===== src/hw/rtl/icp_pkg.sv =====
package icp_pkg;

  // fixed field widths
  localparam int unsigned TIME_W   = 11;
  localparam int unsigned INDEX_W  = 5;
  localparam int unsigned COLUMN_W = 5;
  localparam int unsigned CCOUNT_W = 6;

  // default capacity of one day
  localparam int unsigned MAX_ITEMS_DEF = 32;

  // sequencer states
  typedef enum logic [5:0] {
    ST_IDLE     = 6'b000001,
    ST_EMIT_RD  = 6'b000010,
    ST_EMIT_OUT = 6'b000100,
    ST_SRCH_RD  = 6'b001000,
    ST_SRCH_CMP = 6'b010000,
    ST_PLACE    = 6'b100000
  } icp_state_e;

endpackage


===== src/hw/rtl/icp_ram.sv =====
module icp_ram #(
  parameter int unsigned WIDTH = 8,
  parameter int unsigned DEPTH = 32
) (
  input  logic                     clk_i,
  input  logic                     we_i,
  input  logic [$clog2(DEPTH)-1:0] waddr_i,
  input  logic [WIDTH-1:0]         wdata_i,
  input  logic                     re_i,
  input  logic [$clog2(DEPTH)-1:0] raddr_i,
  output logic [WIDTH-1:0]         rdata_o
);

  logic [WIDTH-1:0] mem_q [DEPTH];
  logic [WIDTH-1:0] rdata_q;

  always_ff @(posedge clk_i) begin
    if (we_i) begin
      mem_q[waddr_i] <= wdata_i;
    end
    // read data holds until the next read
    if (re_i) begin
      rdata_q <= mem_q[raddr_i];
    end
  end

  assign rdata_o = rdata_q;

endmodule


===== src/hw/rtl/icp_cmp.sv =====
module icp_cmp (
  input  logic [icp_pkg::TIME_W-1:0] a_i,
  input  logic [icp_pkg::TIME_W-1:0] b_i,
  output logic                       le_o
);
  import icp_pkg::*;

  // shared unsigned compare, a <= b
  assign le_o = (a_i <= b_i);

endmodule


===== src/hw/rtl/interval_column_packing_unit.sv =====
// channel  | direction | beat fields                                   | handshake
// ---------+-----------+-----------------------------------------------+----------------------
// input    | in        | start_min_i, end_min_i, final_item_i          | in_valid_i / in_stall_o
// result   | out       | item_index_o, column_o, cluster_columns_o,    | out_valid_o / out_stall_i
//          |           | last_of_run_o                                 |
//
// one beat: accepted in idle, then per column probed an end-time read then a compare,
// a further search step when no column is free and a new one opens, a place step, and per result
// beat emitted a member-column read then an output load; past capacity, the accept step plus any flush
// the input stalls from acceptance until the sequencer is back in idle
// a stalled result beat holds in the output register; the sequencer waits on it
// reset clears the day counters; the two column memories need no clearing
module interval_column_packing_unit #(
  parameter int unsigned MAX_ITEMS = icp_pkg::MAX_ITEMS_DEF
) (
  input  logic                         clk_i,
  input  logic                         rst_ni,
  input  logic                         in_valid_i,
  output logic                         in_stall_o,
  input  logic [icp_pkg::TIME_W-1:0]   start_min_i,
  input  logic [icp_pkg::TIME_W-1:0]   end_min_i,
  input  logic                         final_item_i,
  output logic                         out_valid_o,
  input  logic                         out_stall_i,
  output logic [icp_pkg::INDEX_W-1:0]  item_index_o,
  output logic [icp_pkg::COLUMN_W-1:0] column_o,
  output logic [icp_pkg::CCOUNT_W-1:0] cluster_columns_o,
  output logic                         last_of_run_o
);
  import icp_pkg::*;

  // count width holds MAX_ITEMS itself, index width addresses the stores
  localparam int unsigned CW = $clog2(MAX_ITEMS + 1);
  localparam int unsigned IW = $clog2(MAX_ITEMS);

  icp_state_e state_q, state_d;

  // day and cluster bookkeeping
  logic [CW-1:0]     items_seen_q, items_seen_d;
  logic [CW-1:0]     cols_q, cols_d;
  logic [TIME_W-1:0] latest_q, latest_d;
  logic [IW-1:0]     first_q, first_d;

  // sequencer working registers
  logic [CW-1:0]     k_q, k_d;     // emit pointer
  logic [CW-1:0]     j_q, j_d;     // search pointer
  logic [IW-1:0]     col_q, col_d; // chosen column
  logic              grow_q, grow_d;
  logic              newcl_q, newcl_d;
  logic              flush_q, flush_d;
  logic              runlast_q, runlast_d;

  // latched input beat
  logic [TIME_W-1:0] s_q, s_d;
  logic [TIME_W-1:0] e_q, e_d;
  logic              fin_q, fin_d;

  // output register
  logic                out_valid_q, out_valid_d;
  logic [INDEX_W-1:0]  oidx_q, oidx_d;
  logic [COLUMN_W-1:0] ocol_q, ocol_d;
  logic [CCOUNT_W-1:0] occ_q, occ_d;
  logic                olast_q, olast_d;

  // memory ports
  logic              end_we, end_re;
  logic [IW-1:0]     end_raddr;
  logic [TIME_W-1:0] end_rdata;
  logic              mem_we, mem_re;
  logic [IW-1:0]     mem_rdata;

  // shared compare unit
  logic [TIME_W-1:0] cmp_a, cmp_b;
  logic              cmp_le;

  logic          accept;
  logic          over;
  logic          out_free;
  logic [CW-1:0] k_inc;
  logic          emit_done;

  assign accept    = in_valid_i && (state_q == ST_IDLE);
  assign over      = (items_seen_q == CW'(MAX_ITEMS));
  assign out_free  = !out_valid_q || !out_stall_i;
  assign k_inc     = k_q + CW'(1);
  assign emit_done = (k_inc == items_seen_q);

  icp_ram #(
    .WIDTH(TIME_W),
    .DEPTH(MAX_ITEMS)
  ) u_end_ram (
    .clk_i  (clk_i),
    .we_i   (end_we),
    .waddr_i(col_q),
    .wdata_i(e_q),
    .re_i   (end_re),
    .raddr_i(end_raddr),
    .rdata_o(end_rdata)
  );

  icp_ram #(
    .WIDTH(IW),
    .DEPTH(MAX_ITEMS)
  ) u_member_ram (
    .clk_i  (clk_i),
    .we_i   (mem_we),
    .waddr_i(items_seen_q[IW-1:0]),
    .wdata_i(col_q),
    .re_i   (mem_re),
    .raddr_i(k_q[IW-1:0]),
    .rdata_o(mem_rdata)
  );

  icp_cmp u_cmp (
    .a_i (cmp_a),
    .b_i (cmp_b),
    .le_o(cmp_le)
  );

  // operand steering for the shared compare
  always_comb begin
    case (state_q)
      ST_IDLE: begin
        cmp_a = latest_q;    // cluster closes when latest end <= start
        cmp_b = start_min_i;
      end
      ST_SRCH_CMP: begin
        cmp_a = end_rdata;   // column free when its end <= start
        cmp_b = s_q;
      end
      ST_PLACE: begin
        cmp_a = e_q;         // latest end keeps unless the new end is later or a new cluster opened
        cmp_b = latest_q;
      end
      default: begin
        cmp_a = '0;
        cmp_b = '0;
      end
    endcase
  end

  always_comb begin
    state_d      = state_q;
    items_seen_d = items_seen_q;
    cols_d       = cols_q;
    latest_d     = latest_q;
    first_d      = first_q;
    k_d          = k_q;
    j_d          = j_q;
    col_d        = col_q;
    grow_d       = grow_q;
    newcl_d      = newcl_q;
    flush_d      = flush_q;
    runlast_d    = runlast_q;
    s_d          = s_q;
    e_d          = e_q;
    fin_d        = fin_q;
    oidx_d       = oidx_q;
    ocol_d       = ocol_q;
    occ_d        = occ_q;
    olast_d      = olast_q;
    out_valid_d  = out_valid_q && out_stall_i;
    end_we       = 1'b0;
    end_re       = 1'b0;
    end_raddr    = j_q[IW-1:0];
    mem_we       = 1'b0;
    mem_re       = 1'b0;

    case (state_q)
      ST_IDLE: begin
        if (accept) begin
          s_d   = start_min_i;
          e_d   = end_min_i;
          fin_d = final_item_i;
          if (over) begin
            // beyond capacity: no placement, final beat still flushes
            if (final_item_i) begin
              if (cols_q != '0) begin
                flush_d   = 1'b1;
                runlast_d = 1'b1;
                k_d       = CW'(first_q);
                state_d   = ST_EMIT_RD;
              end else begin
                items_seen_d = '0;
                cols_d       = '0;
                latest_d     = '0;
                first_d      = '0;
              end
            end
          end else begin
            newcl_d = (cols_q == '0) || cmp_le;
            if ((cols_q != '0) && cmp_le) begin
              // close the open cluster before placing
              flush_d   = 1'b0;
              runlast_d = !final_item_i;
              k_d       = CW'(first_q);
              state_d   = ST_EMIT_RD;
            end else begin
              j_d     = '0;
              state_d = ST_SRCH_RD;
            end
          end
        end
      end

      ST_EMIT_RD: begin
        mem_re  = 1'b1;
        state_d = ST_EMIT_OUT;
      end

      ST_EMIT_OUT: begin
        if (out_free) begin
          out_valid_d = 1'b1;
          oidx_d      = INDEX_W'(k_q);
          ocol_d      = COLUMN_W'(mem_rdata);
          occ_d       = CCOUNT_W'(cols_q);
          olast_d     = runlast_q && emit_done;
          k_d         = k_inc;
          if (!emit_done) begin
            state_d = ST_EMIT_RD;
          end else if (flush_q) begin
            // day over
            items_seen_d = '0;
            cols_d       = '0;
            latest_d     = '0;
            first_d      = '0;
            state_d      = ST_IDLE;
          end else begin
            // new cluster opens at this beat
            cols_d  = '0;
            first_d = items_seen_q[IW-1:0];
            j_d     = '0;
            state_d = ST_SRCH_RD;
          end
        end
      end

      ST_SRCH_RD: begin
        if (j_q == cols_q) begin
          col_d   = cols_q[IW-1:0];
          grow_d  = 1'b1;
          state_d = ST_PLACE;
        end else begin
          end_re  = 1'b1;
          state_d = ST_SRCH_CMP;
        end
      end

      ST_SRCH_CMP: begin
        if (cmp_le) begin
          col_d   = j_q[IW-1:0];
          grow_d  = 1'b0;
          state_d = ST_PLACE;
        end else begin
          j_d     = j_q + CW'(1);
          state_d = ST_SRCH_RD;
        end
      end

      ST_PLACE: begin
        end_we       = 1'b1;
        mem_we       = 1'b1;
        items_seen_d = items_seen_q + CW'(1);
        if (grow_q) begin
          cols_d = cols_q + CW'(1);
        end
        if (newcl_q || !cmp_le) begin
          latest_d = e_q;
        end
        if (fin_q) begin
          flush_d   = 1'b1;
          runlast_d = 1'b1;
          k_d       = CW'(first_q);
          state_d   = ST_EMIT_RD;
        end else begin
          state_d = ST_IDLE;
        end
      end

      default: begin
        state_d = ST_IDLE;
      end
    endcase
  end

  always_ff @(posedge clk_i or negedge rst_ni) begin
    if (!rst_ni) begin
      state_q      <= ST_IDLE;
      items_seen_q <= '0;
      cols_q       <= '0;
      latest_q     <= '0;
      first_q      <= '0;
      k_q          <= '0;
      j_q          <= '0;
      grow_q       <= 1'b0;
      newcl_q      <= 1'b0;
      flush_q      <= 1'b0;
      runlast_q    <= 1'b0;
      fin_q        <= 1'b0;
      out_valid_q  <= 1'b0;
    end else begin
      state_q      <= state_d;
      items_seen_q <= items_seen_d;
      cols_q       <= cols_d;
      latest_q     <= latest_d;
      first_q      <= first_d;
      k_q          <= k_d;
      j_q          <= j_d;
      grow_q       <= grow_d;
      newcl_q      <= newcl_d;
      flush_q      <= flush_d;
      runlast_q    <= runlast_d;
      fin_q        <= fin_d;
      out_valid_q  <= out_valid_d;
    end
  end

  // payload registers
  always_ff @(posedge clk_i) begin
    col_q   <= col_d;
    s_q     <= s_d;
    e_q     <= e_d;
    oidx_q  <= oidx_d;
    ocol_q  <= ocol_d;
    occ_q   <= occ_d;
    olast_q <= olast_d;
  end

  assign in_stall_o        = (state_q != ST_IDLE);
  assign out_valid_o       = out_valid_q;
  assign item_index_o      = oidx_q;
  assign column_o          = ocol_q;
  assign cluster_columns_o = occ_q;
  assign last_of_run_o     = olast_q;

endmodule

===== config.mk =====
export PLATFORM = sky130hd
export DESIGN_NAME = interval_column_packing_unit
export DESIGN_NICKNAME = d
export VERILOG_FILES = /design/src/hw/rtl/icp_pkg.sv /design/src/hw/rtl/icp_ram.sv /design/src/hw/rtl/icp_cmp.sv /design/src/hw/rtl/interval_column_packing_unit.sv
export SDC_FILE = /design/constraint.sdc
export NUM_CORES = 1
export LEC_CHECK = 0
export BUFFER_PORTS_ARGS = -buffer_cell sky130_fd_sc_hd__clkbuf_2
export CELL_PAD_IN_SITES_DETAIL_PLACEMENT = 1
export CELL_PAD_IN_SITES_GLOBAL_PLACEMENT = 1
export CORE_UTILIZATION = 50
export CTS_BUF_LIST = sky130_fd_sc_hd__clkbuf_8
export DETAILED_ROUTE_END_ITERATION = 16
export PLACE_DENSITY = 0.8
export SLEW_MARGIN = 20
export SYNTH_ARGS = -nofsm -noshare
export SYNTH_HDL_FRONTEND = slang
export SYNTH_SLANG_ARGS = --single-unit

===== constraint.sdc =====
create_clock -name clk_i -period 6.29 [get_ports clk_i]
set_clock_uncertainty 0.2 [all_clocks]
set_input_delay 1.5725 -clock clk_i [delete_from_list [all_inputs] [get_ports clk_i]]
set_output_delay 1.5725 -clock clk_i [all_outputs]
set_load 0.01 [all_outputs]

# Yosys cells after proc, flatten, opt, wreduce, memory -nomap -nowiden

Memory sizes are Yosys's and may differ from the RTL's. A register that Yosys moved wholly into a read port is not among the register bits.
Index checks and enable logic that the tools add are counted.

Bits in registers: 96
RAM bits: 512
Memories kept: 2

Memory list:

| memory             | words | bits a word | read ports | clocked after memory_dff | wr ports | RTL line      | source |
|---|---|---|---|---|---|---|---|
| u_end_ram.mem_q    | 32    | 11          | 1          | 1                        | 1        | icp_ram.sv:14 | `logic [WIDTH-1:0] mem_q [DEPTH];` |
| u_member_ram.mem_q | 32    | 5           | 1          | 1                        | 1        | icp_ram.sv:14 |  |

Add/subtract/negate cells: 4
Order comparisons: 1
Equality and inequality tests: 29
Muxes and demuxes: 84
Bitwise gates (word level): 1
Reduce and logical (&&, ||, !) cells: 30

Operators by type and width:

| cell                  | number |
|---|---|
| $mux W6               | 31 |
| $pmux W11 S3          | 3 |
| $mux W11              | 8 |
| $pmux W6 S3           | 4 |
| $mux W5               | 9 |
| $pmux W6 S6           | 1 |
| $ne A2 B2 Y1 const B  | 16 |
| $add A6 B1 Y6 const B | 4 |
| $reduce_and A8 Y1     | 3 |
| $pmux W5 S2           | 2 |
| $mux W1               | 19 |
| $reduce_and A7 Y1     | 2 |
| $eq A6 B6 Y1          | 2 |
| $eq A6 B6 Y1 const B  | 2 |
| $mux W4               | 3 |
| $le A11 B11 Y1        | 1 |
| $reduce_and A9 Y1     | 1 |
| $eq A6 B1 Y1 const B  | 1 |
| $eq A6 B2 Y1 const B  | 1 |
| $eq A6 B3 Y1 const B  | 1 |
| $eq A6 B4 Y1 const B  | 1 |
| $eq A6 B5 Y1 const B  | 1 |
| $logic_not A6 Y1      | 1 |
| $ne A3 B2 Y1 const B  | 2 |
| other kinds (15)      | 30 |

# Logic depth before layout (Yosys ltp)

Gate-level depths: netlist of run 1.

Depth after elaboration: 8
Mapped depth: 15
Depth with buffers taken out: 12

# Hierarchy

Synthesis of run 1 repeated with hierarchy kept, for this count alone.

Cell total of the unflattened synthesis: 1,544
Area total of the unflattened synthesis: 25,692.1 µm²

Modules (own cells, without submodules):

| module                       | instances | cells each | area an instance (µm²) |
|---|---|---|---|
| icp_ram (u_end_ram)          | 1         | 801        | 14,302.5 |
| icp_ram (u_member_ram)       | 1         | 277        | 6,394.9 |
| interval_column_packing_unit | 1         | 428        | 4,717.0 |
| icp_cmp                      | 1         | 38         | 277.8 |

# Least setup slack after synthesis of run 1

OpenSTA, ideal clock, no wires.

Path kind: flip-flop to flip-flop
Start: register state_q[2]
End: register k_q[3]
Setup time: 0.161 ns
Arrival: 4.148 ns
Setup slack: 1.781 ns
Stages on the path, launching flop included: 14
Period minus slack after synthesis: 4.509 ns
Cell sequence: dfrtp_1 > clkbuf_1 > or4_4 > nor3b_1 > clkbuf_1 > a222oi_1 > ha_1 > a211oi_1 > nor2_1 > a2111oi_0 > o21ai_1 > a2111oi_4 > mux2i_1 > a31oi_1

Word-level cells in the longest chain between the ends: 6
Elaborated cells between the ends (all ways): 18

Ends and longest elaborated chain:

| what                                       | RTL line                                                                 | source |
|---|---|---|
| start, declared                            | interval_column_packing_unit.sv:36                                       | `icp_state_e state_q, state_d;` |
| start signal, assigned                     | interval_column_packing_unit.sv:302                                      | `state_q <= state_d;` |
| $eq A6 B6 Y1, or another cell as far along | interval_column_packing_unit.sv:122, interval_column_packing_unit.sv:169 |  |
| $pmux W11 S3                               | interval_column_packing_unit.sv:122                                      | `case (state_q)` |
| $le A11 B11 Y1                             | icp_cmp.sv:9                                                             | `assign le_o = (a_i <= b_i);` |
| $logic_and A1 B1 Y1                        | interval_column_packing_unit.sv:192                                      | `if ((cols_q != '0) && cmp_le) begin` |
| $ne A3 B2 Y1 (no source line)              | -                                                                        |  |
| $reduce_and A7 Y1 (no source line)         | -                                                                        |  |
| end signal, assigned                       | interval_column_packing_unit.sv:307                                      | `k_q <= k_d;` |
| end, declared                              | interval_column_packing_unit.sv:45                                       | `logic [CW-1:0] k_q, k_d;` |

Several ways; a longest one is shown, not always the timed one.
A chain may end at the register's enable or synchronous reset.

# Final worst setup path of run 1

Start: register state_q[2]
End: register k_q[2]

The elaborated chain is that of the path after synthesis.

==> results of run 1 <==
==> state kept, by name, summed over array words and instances (netlist names), 5 cells and up <==
signal / flops
cluster_columns_o: 6
col_q: 5
cols_q: 6
column_o: 5
e_q: 11
first_q: 5
item_index_o: 5
items_seen_q: 6
j_q: 6
k_q: 6
latest_q: 11
s_q: 11
state_q: 6
u_end_ram.mem_q: 352
u_end_ram.rdata_o: 11
u_member_ram.mem_q: 160
u_member_ram.rdata_o: 5
==> logic make-up after synthesis <==
group	count (synthesis)
xor+xnor	15
compound gates	109
flops	624
fa+ha+maj	19
simple gates	244
buf+inv	89
mux	187
==> through the flow <==
stage               area (µm²)  hold slack, ns  total power, mW  setup WS, ns  util [%]
CTS                      27800           0.221             10.1          1.17      56.5
floorplan                25200           0.200             6.45          1.78         -
detailed placement       26100           0.208             7.10          1.22      53.1
global route             28000           0.231             10.4         0.810      56.8
global placement         26100           0.212             7.00          1.38      53.0
finish                   28000           0.219             10.1          1.16      56.8
==> worst max-delay path by stage <==
stage                      startpoint                 end  slack, ns  cells after the start
2_1_floorplan  state_q[2]$_DFFE_PN0P_  k_q[3]$_DFFE_PN0P_       1.78                     13
3_3_place_gp   state_q[2]$_DFFE_PN0P_  k_q[3]$_DFFE_PN0P_       1.38                     12
3_5_place_dp   state_q[2]$_DFFE_PN0P_  k_q[4]$_DFFE_PN0P_       1.22                     12
4_1_cts        state_q[2]$_DFFE_PN0P_  k_q[2]$_DFFE_PN0P_       1.17                     12
5_1_grt        state_q[2]$_DFFE_PN0P_  k_q[2]$_DFFE_PN0P_       0.81                     12
6_report       state_q[2]$_DFFE_PN0P_  k_q[2]$_DFFE_PN0P_       1.16                     12
==> synthesized netlist by cell type, drive strengths merged (6+ instances only) <==
cell    number
a21oi       11
nor4         6
mux4       160
nand3       20
clkbuf      42
nor2        87
a31oi       11
nand4        8
a222oi      11
inv         21
buf         26
and2        12
xor2         6
nand3b       7
nand2       71
edfxtp     572
xnor2        9
o21ai       24
nor3         9
ha          19
a221o       10
mux2        23
dfrtp       51
==> area by class of cell <==
type | count | share of cell area [%]
clock buffers | 98 | 4.82
repair buffers | 75 | 1.89
clock inverters | 74 | 1.15
well taps | 664 | 2.97
flip-flops and latches | 624 | 66.1
inverters | 21 | 0.282
multi-input cells | 574 | 22.8
==> routing by layer <==
layer	wire length [µm]	part of all wire [%]
met1	23800	41
met3	2920	5.1
met4	1420	2.5
met2	29600	51
met5	22	0.038
==> power groups by stage <==
stage | Sequential (mW) | Clock [mW] | Combinational, mW
2_1_floorplan | 5.21 | 0 | 1.24
3_3_place_gp | 5.36 | 0 | 1.64
3_5_place_dp | 5.38 | 0 | 1.72
4_1_cts | 5.29 | 3.06 | 1.74
5_1_grt | 5.25 | 3.20 | 1.98
6_report | 5.23 | 3.00 | 1.83
==> worst max-delay path: stages, from the launching register on <==
cell and delay [ns]:
dfrtp_1 0.46, or4_4 0.58, nor3b_4 0.80, a222oi_1 0.27, ha_1 0.38, a211oi_1 0.27, nor2_1 0.08, a2111oi_0 0.45
buf_4 0.21, o21ai_1 0.18, a2111oi_4 0.70, o311a_1 0.28, o21ai_0 0.10
==> reports/metrics.yaml, run 1 <==
global_routing:
  use_met1_pct: 30.6
  grt_busiest_layer: "met2"
  grt_max_degree: 56
  grtUsageMet2_pct: 38.2
  grt-ovfl-total: 0
  use_met3_pct: 4.99
  grt_pass1_wl_um: 85800
  antenna_found_initial: 2
  grt_pass1_vias: 13700
  grtUsageTotal_pct: 23.1
placed_design:
  dp_hpwl_um: 35800
  numPortBuffers: 45
  place.gp.congestion: 0.813
  placed_cells: 1952
cts:
  cts_hold_buf: 0
  clk_latency_ns: 0.68
  cts_tree: "yes"
  cts_sinks: 624
  cts_max_path_buffers: 3
  ctsResizeCount: 0
  numCtsBuffers: 96
  clockRootBuffer: "clkbuf_8"
  htreeDepth: 3
  post-cts-setup-buffers: 0
  cts.clk_slew.worst_paths_ns: 0.06
cells_and_area:
  most-common-layout-cells: "edfxtp_1 (572), mux4_2 (160), clkbuf_8 (98), nor2_1 (73), nand2_1 (71)"
  area_delta_synth_final_pct: 11.1
  regArea_mm2: 0.0185
  drive_above_1_share_pct: 27.8
  multiInputGateArea_mm2: 0.00636
  nNetsFinal: 1438
  fillerInstances: 4358
  antennaDiodeCount: 0
  fin_cells: 2130
  final_common_cell: "edfxtp_1"
yosys:
  syn_inst: 1287
  synth-seq-cells: 624
  synth-edff-count: 572
  yosysUniqueCellTypes: 65
  syn-cell-area_mm2: 0.0252
  synth.top_cell.area_share_pct: 68.3
  ys_seq_area_share_pct: 73.4
  synth-simple-area-share_pct: 4.61
  synth_top_family_by_area: "multiplexers"
  synth_compound_area_share_pct: 3.40
  synth.area.top_cells: "edfxtp_1 (68%), mux4_2 (14%), dfrtp_1 (5.1%)"
  synthXorXnorAreaFrac_pct: 0.522
  syn_avg_cell_area_um2: 19.5
  synth-async-reset-ratio_pct: 8.33
  synth_top_area_cell: "edfxtp_1"
  synth_ff_type: "edfxtp_1"
  ys_warn_count: 0
  synth_mux_area_share_pct: 15.7
  syn_nets: 1333
  synthAdderAreaFrac_pct: 0.945
routing:
  first_pass_iters: 5
  routed_wl_um: 57800
  dr_total_vias: 12800
  route.detailed.drc: 0
  postRouteAntennaNets: 0
  first_iter_violations: 1297
  wire_per_inst_um: 27.1
  vias_per_cell: 6.00
pwr:
  switching_share_pct: 29.2
  power_frac_clock_pct: 29.8
  irDropWorstVdd_mv: 0.187
  p_leak_nw: 9.07
  powerDensity_mw_per_mm2: 360
  power_frac_comb_pct: 18.2
  power_frac_seq_pct: 52.0
  p_int_mw: 7.12
  p_sw_mw: 2.94
timing:
  slew_headroom_pct: 24.6
  period_needed_ns: 5.13
  fin_tns_setup_ns: 0
  tightest_slew_ns: 1.13
  max_freq_mhz: 195
  rsz0062_at_grt: "no"
  hold_viol: 0
  setup_viol: 0
  period_share_pct: 81.5
  drv_slew: 0
setup_path:
  r2r-start: "state_q[2]$_DFFE_PN0P_"
  rr_worst_depth: 12
  r2r-end: "k_q[2]$_DFFE_PN0P_"
  critical_path_class: "register to register"
  path_max_fanout: 25
  critPathRequiredTime_ns: 6.62
  worstPathArrival_ns: 5.46
  rrSetupSlack_ns: 1.16
  end_kind: "register"
  startpoint_type: "register"
floorplanning:
  core-area_mm2: 0.0493
  core.rowCount: 81
  die_y_um: 226
  initial_utilization_pct: 51.1
  die_width_um: 226
  die_area_mm2: 0.0512
  io_pins: 46
job:
  cap_viol_max_count: 0
worst_hold_path:
  worstHoldStart: "u_member_ram.rdata_o[0]$_DFFE_PP_"
  hold_class: "register to register"
  min_path_cells: 0
  whs_endpoint: "column_o[0]$_DFFE_PP_"
outcome:
  run_status: "finished clean"
No activity file was read; power rests on OpenSTA's default activity.
==> inputs of run 2 (changes only) <==
--- a/config.mk
+++ b/config.mk
@@ -11,7 +11,7 @@
 export CORE_UTILIZATION = 50
 export CTS_BUF_LIST = sky130_fd_sc_hd__clkbuf_8
 export DETAILED_ROUTE_END_ITERATION = 16
-export PLACE_DENSITY = 0.8
+export PLACE_DENSITY = 0.83
 export SLEW_MARGIN = 20
 export SYNTH_ARGS = -nofsm -noshare
 export SYNTH_HDL_FRONTEND = slang
==> constraint.sdc (replaced) <==
create_clock -name clk_i -period 4.1 [get_ports clk_i]
set_clock_uncertainty 0.2 [all_clocks]
set_input_delay 1.025 -clock clk_i [delete_from_list [all_inputs] [get_ports clk_i]]
set_output_delay 1.025 -clock clk_i [all_outputs]
set_load 0.01 [all_outputs]
==> reports/metrics.yaml, run 2 (same netlist as run 1, synthesis figures left out) <==
cts:
  cts_tree: "yes"
  cts.clk_slew.worst_paths_ns: 0.06
  numCtsBuffers: 98
  cts_sinks: 624
  clk_latency_ns: 0.71
  htreeDepth: 3
  clockRootBuffer: "clkbuf_8"
  cts_max_path_buffers: 3
timing:
  rsz0062_at_grt: "yes"
  tightest_slew_ns: 1.08
  period_share_pct: 102
  setup_viol: 9
  hold_viol: 0
  drv_slew: 0
  period_needed_ns: 4.18
  slew_headroom_pct: 27.7
  max_freq_mhz: 239
  fin_ws_ns: -0.0765
  fin_tns_setup_ns: -0.347
cells_and_area:
  design_area_mm2: 0.0288
  final_common_cell: "edfxtp_1"
  antennaDiodeCount: 0
  most-common-layout-cells: "edfxtp_1 (572), mux4_2 (160), clkbuf_8 (107), nor2_1 (87), buf_4 (84)"
  top_regs: "u_end_ram.mem_q x352, u_member_ram.mem_q x160"
  post-route-util_pct: 58.4
  regArea_mm2: 0.0185
  largest_reg_flops: 352
  top_register: "u_end_ram.mem_q"
  fin_cells: 2202
  drive_above_1_share_pct: 31.5
  multiInputGateArea_mm2: 0.00646
  fillerInstances: 4336
  nNetsFinal: 1506
  area_delta_synth_final_pct: 14.3
floorplanning:
  initial_utilization_pct: 51.1
  die_y_um: 226
  core.rowCount: 81
  core-area_mm2: 0.0493
  die_width_um: 226
  io_pins: 46
  die_area_mm2: 0.0512
global_routing:
  grt_pass1_wl_um: 93500
  grt-ovfl-total: 0
  grtUsageTotal_pct: 25.3
  grt_pass1_vias: 14400
  antenna_found_initial: 0
  grt_max_degree: 44
pwr:
  powerDensity_mw_per_mm2: 569
  power_frac_clock_pct: 30.4
  power_frac_seq_pct: 47.8
  p_int_mw: 11.6
  finalPower_mw: 16.4
  p_sw_mw: 4.81
  power_frac_comb_pct: 21.8
  p_leak_nw: 9.54
  switching_share_pct: 29.4
  irDropWorstVdd_mv: 0.259
routing:
  dr_total_vias: 13500
  route.detailed.drc: 0
  first_iter_violations: 1285
  routed_wl_um: 63100
  first_pass_iters: 8
  wire_per_inst_um: 28.7
  postRouteAntennaNets: 0
  vias_per_cell: 6.12
setup_path:
  path_cells: "or4_4 -> nor3b_4 -> buf_6 -> buf_12 -> buf_16 -> and2_4 -> a221o_1 -> ha_4 -> o21ai_0 -> nor2_1 -> a2111oi_4 -> buf_4 -> o21ai_4 -> a2111oi_4 -> buf_6 -> nor2_1 -> a31oi_1"
  critPathRequiredTime_ns: 4.50
  cp_slowest_cell: "or4_4"
  path_delay_family: "compound AO/OA/AOI/OAI gates"
  slowest_delay_ns: 0.58
  worstPathArrival_ns: 4.57
  critical_path_buf_inv_count: 5
  r2r-start: "state_q[1]$_DFFE_PN0P_"
  path_max_fanout: 5
  critical_path_class: "register to register"
  cp-startpoint: "state_q[1]$_DFFE_PN0P_"
  startpoint_type: "register"
  end_kind: "register"
placed_design:
  numPortBuffers: 45
  place.gp.congestion: 0.836
  place_area_mm2: 0.0267
  dp_hpwl_um: 39400
  placed_cells: 2013
worst_hold_path:
  hold_class: "input pin to async pin"
job:
  cap_viol_max_count: 0
outcome:
  violations: "setup timing"
  run_status: "complete, but fails checks"
-- run 2: timing repair --
action                                  in CTS  in global routing
pin swaps                                    6                  6
hold buffers                                 0                  0
endpoints found under the setup margin      29                 29
resized for setup                            7                 25
gates cloned                                 3                  0
setup buffers                                5                  4
-- run 2: cell type report --
type | count | area share [%]
clock buffer | 107 | 5.12
clock inverter | 71 | 1.26
inverter | 21 | 0.274
multi-input combinational | 574 | 22.4
sequential | 624 | 64.3
tap | 664 | 2.89
timing repair buffer | 141 | 3.74
-- run 2: per-layer routing --
metal | global-route usage [%] | vias up | wire length, µm
li1 | - | 5629 | -
met1 | 33.2 | 7181 | 24800
met2 | 42.9 | 586 | 32800
met3 | 4.20 | 91 | 3960
met4 | 8.81 | 0 | 1640
met5 | 0 | - | 0
-- run 2: final timing paths --
| kind | to | slack [ns] | depth (start not counted) |
|---|---|---|---|
| max | k_q[1]$_DFFE_PN0P_ | -0.08 | 17 |
| min | k_q[4]$_DFFE_PN0P_ | 0.21 | 1 |
| max reg2reg | k_q[1]$_DFFE_PN0P_ | -0.08 | 17 |
| min reg2reg | column_o[0]$_DFFE_PP_ | 0.23 | 0 |
| max in group asynchronous | state_q[0]$_DFFE_PN1P_ | 2.64 | 2 |
| min in group clk_i | column_o[0]$_DFFE_PP_ | 0.23 | 0 |
-- run 2: power groups by stage --
stage / logic (mW) / registers, mW / clock network (mW)
2_1_floorplan: 1.93 / 7.99 / 0
3_3_place_gp: 2.99 / 7.92 / 0
3_5_place_dp: 3.19 / 7.94 / 0
4_1_cts: 3.34 / 7.81 / 5.06
5_1_grt: 3.78 / 7.84 / 5.30
6_report: 3.56 / 7.82 / 4.98
-- run 2: metrics by stage --
step                setup slack [ns]  hold WS [ns]
floorplan                     0.0167         0.200
global placement             -0.0193         0.204
detailed placement            -0.166         0.218
CTS                           0.0267         0.185
global route                  -0.211         0.234
finish                       -0.0765         0.206
==> inputs of run 3 (changes only) <==
--- a/config.mk
+++ b/config.mk
@@ -8,10 +8,10 @@
 export BUFFER_PORTS_ARGS = -buffer_cell sky130_fd_sc_hd__clkbuf_2
 export CELL_PAD_IN_SITES_DETAIL_PLACEMENT = 1
 export CELL_PAD_IN_SITES_GLOBAL_PLACEMENT = 1
-export CORE_UTILIZATION = 50
+export CORE_UTILIZATION = 52
 export CTS_BUF_LIST = sky130_fd_sc_hd__clkbuf_8
 export DETAILED_ROUTE_END_ITERATION = 16
-export PLACE_DENSITY = 0.83
+export PLACE_DENSITY = 0.85
 export SLEW_MARGIN = 20
 export SYNTH_ARGS = -nofsm -noshare
 export SYNTH_HDL_FRONTEND = slang
==> reports/metrics.yaml, run 3 (same netlist as run 1, synthesis figures left out) <==
cells_and_area:
  most-common-layout-cells: "edfxtp_1 (572), mux4_2 (160), clkbuf_8 (105), buf_4 (91), nor2_1 (83)"
  final_common_cell: "edfxtp_1"
  nNetsFinal: 1520
  top_register: "u_end_ram.mem_q"
  antennaDiodeCount: 0
  fin_cells: 2164
  multiInputGateArea_mm2: 0.00653
  largest_reg_flops: 352
  drive_above_1_share_pct: 32.7
  regArea_mm2: 0.0185
  top_regs: "u_end_ram.mem_q x352, u_member_ram.mem_q x160"
  area_delta_synth_final_pct: 14.6
  fillerInstances: 4101
outcome:
  run_status: "complete, but fails checks"
  violations: "setup timing"
global_routing:
  grt_max_degree: 47
  grt_pass1_wl_um: 98000
  grt_pass1_vias: 14800
  grt-ovfl-total: 0
  grtUsageTotal_pct: 27.4
  antenna_found_initial: 1
routing:
  first_iter_violations: 1953
  vias_per_cell: 6.60
  routed_wl_um: 69800
  wire_per_inst_um: 32.2
  route.detailed.drc: 0
  first_pass_iters: 7
  postRouteAntennaNets: 0
  dr_total_vias: 14300
setup_path:
  startpoint_type: "register"
  path_max_fanout: 6
  path_delay_family: "simple AND/OR/NAND/NOR gates"
  critical_path_buf_inv_count: 7
  end_kind: "register"
  r2r-end: "j_q[5]$_DFFE_PN0P_"
  path_cells: "or4_4 -> nor3b_4 -> buf_6 -> buf_12 -> buf_4 -> a222oi_1 -> ha_1 -> nand4_1 -> buf_4 -> a211oi_2 -> a2111oi_4 -> buf_4 -> nor2_2 -> buf_4 -> o21ai_1 -> buf_4 -> nor4_1 -> a211o_1"
  slowest_delay_ns: 0.57
  rrSetupSlack_ns: -0.46
  critical_path_class: "register to register"
  path_common_cell: "buf_4"
  rr_worst_depth: 18
  critPathRequiredTime_ns: 4.56
  worstPathArrival_ns: 5.02
  cp_slowest_cell: "or4_4"
  r2r-start: "state_q[2]$_DFFE_PN0P_"
job:
  cap_viol_max_count: 0
floorplanning:
  initial_utilization_pct: 52.7
  die_y_um: 222
  core-area_mm2: 0.0477
  io_pins: 46
  core.rowCount: 80
  die_area_mm2: 0.0493
  die_width_um: 222
timing:
  period_share_pct: 111
  fin_ws_ns: -0.460
  period_needed_ns: 4.56
  max_freq_mhz: 219
  hold_viol: 0
  setup_viol: 30
  drv_slew: 0
  slew_headroom_pct: 37.2
  rsz0062_at_grt: "yes"
  timing.hold.ws_ns: 0.0517
  tightest_slew_ns: 0.942
  fin_tns_setup_ns: -2.70
placed_design:
  dp_hpwl_um: 38400
  placed_cells: 1964
  numPortBuffers: 45
  place_ws_ns: -0.166
  place.gp.congestion: 0.843
pwr:
  p_int_mw: 11.5
  p_leak_nw: 9.61
  p_sw_mw: 5.19
  powerDensity_mw_per_mm2: 579
  power_frac_comb_pct: 23.5
  power_frac_clock_pct: 29.4
  power_frac_seq_pct: 47.0
  irDropWorstVdd_mv: 0.305
  switching_share_pct: 31.1
cts:
  cts.clk_slew.worst_paths_ns: 0.07
  cts_max_path_buffers: 3
  cts_tree: "yes"
  cts_sinks: 624
  htreeDepth: 3
  numCtsBuffers: 97
  clk_latency_ns: 0.73
  cts_hold_buf: 0
  clockRootBuffer: "clkbuf_8"
worst_hold_path:
  hold_class: "input pin to async pin"
-- run 3: cell count changes in the layout (fill, tap and decap cells not counted), sizes merged --
cell	delta
buf	+12
inv	+7
clkinv	-6
bufinv	-3
clkbuf	+1
-- run 3: area by class of cell --
type / instances / share of cell area [%]
repair buffers: 156 / 4.24
well taps: 615 / 2.67
flip-flops and latches: 624 / 64.1
multi-input cells: 574 / 22.6
inverters: 21 / 0.273
clock inverters: 69 / 1.08
clock buffers: 105 / 5.01
-- run 3: worst max-delay path by stage --
| stage | startpoint | end | slack (ns) | depth (start not counted) |
|---|---|---|---|---|
| 2_1_floorplan | state_q[2]$_DFFE_PN0P_ | k_q[3]$_DFFE_PN0P_ | 0.02 | 14 |
| 3_3_place_gp | state_q[3]$_DFFE_PN0P_ | k_q[3]$_DFFE_PN0P_ | -0.06 | 14 |
| 3_5_place_dp | state_q[3]$_DFFE_PN0P_ | k_q[3]$_DFFE_PN0P_ | -0.17 | 14 |
| 4_1_cts | state_q[3]$_DFFE_PN0P_ | k_q[3]$_DFFE_PN0P_ | -0.02 | 16 |
| 5_1_grt | state_q[2]$_DFFE_PN0P_ | j_q[5]$_DFFE_PN0P_ | -0.46 | 18 |
| 6_report | state_q[2]$_DFFE_PN0P_ | j_q[5]$_DFFE_PN0P_ | -0.46 | 18 |
-- run 3: stage by stage --
step	power [mW]	utilization, %	area (µm²)
global placement	10.9	55.7	26600
detailed placement	11.1	55.7	26600
floorplan	9.92	-	25200
CTS	16.2	59.8	28500
global route	17.1	60.4	28800
finish	16.7	60.4	28800
-- run 3: layer usage --
| metal | vias to the layer above | GRT usage (%) | part of all wire [%] |
|---|---|---|---|
| li1 | 5647 | - | - |
| met1 | 7358 | 35.5 | 36 |
| met2 | 1030 | 45.9 | 51 |
| met3 | 253 | 5.19 | 8.8 |
| met4 | 2 | 11.3 | 4.7 |
| met5 | - | 0 | 0.019 |
-- run 3: repair_timing --
| item | 4_1_cts | 5_1_grt |
|---|---|---|
| resized for setup | 13 | 43 |
| endpoints found under the setup margin | 24 | 29 |
| gates cloned | 4 | 3 |
| setup buffers | 5 | 18 |
| pin swaps | 6 | 25 |
-- run 3: worst register-to-register path: stages (launching register included) --
cell	delay (ns)
dfrtp_1	0.40
or4_4	0.57
nor3b_4	0.24
buf_6	0.15
buf_12	0.12
buf_4	0.12
a222oi_1	0.11
ha_1	0.36
nand4_1	0.22
buf_4	0.21
a211oi_2	0.28
a2111oi_4	0.05
buf_4	0.17
nor2_2	0.20
buf_4	0.19
o21ai_1	0.10
buf_4	0.21
nor4_1	0.43
a211o_1	0.18
-- run 3: power groups by stage --
stage               Clock, mW  Sequential, mW  Combinational [mW]
floorplan                   0            7.99                1.93
global placement            0            7.93                2.95
detailed placement          0            7.96                3.11
CTS                      4.93            7.84                3.45
global route             5.19            7.86                4.10
finish                   4.91            7.86                3.93
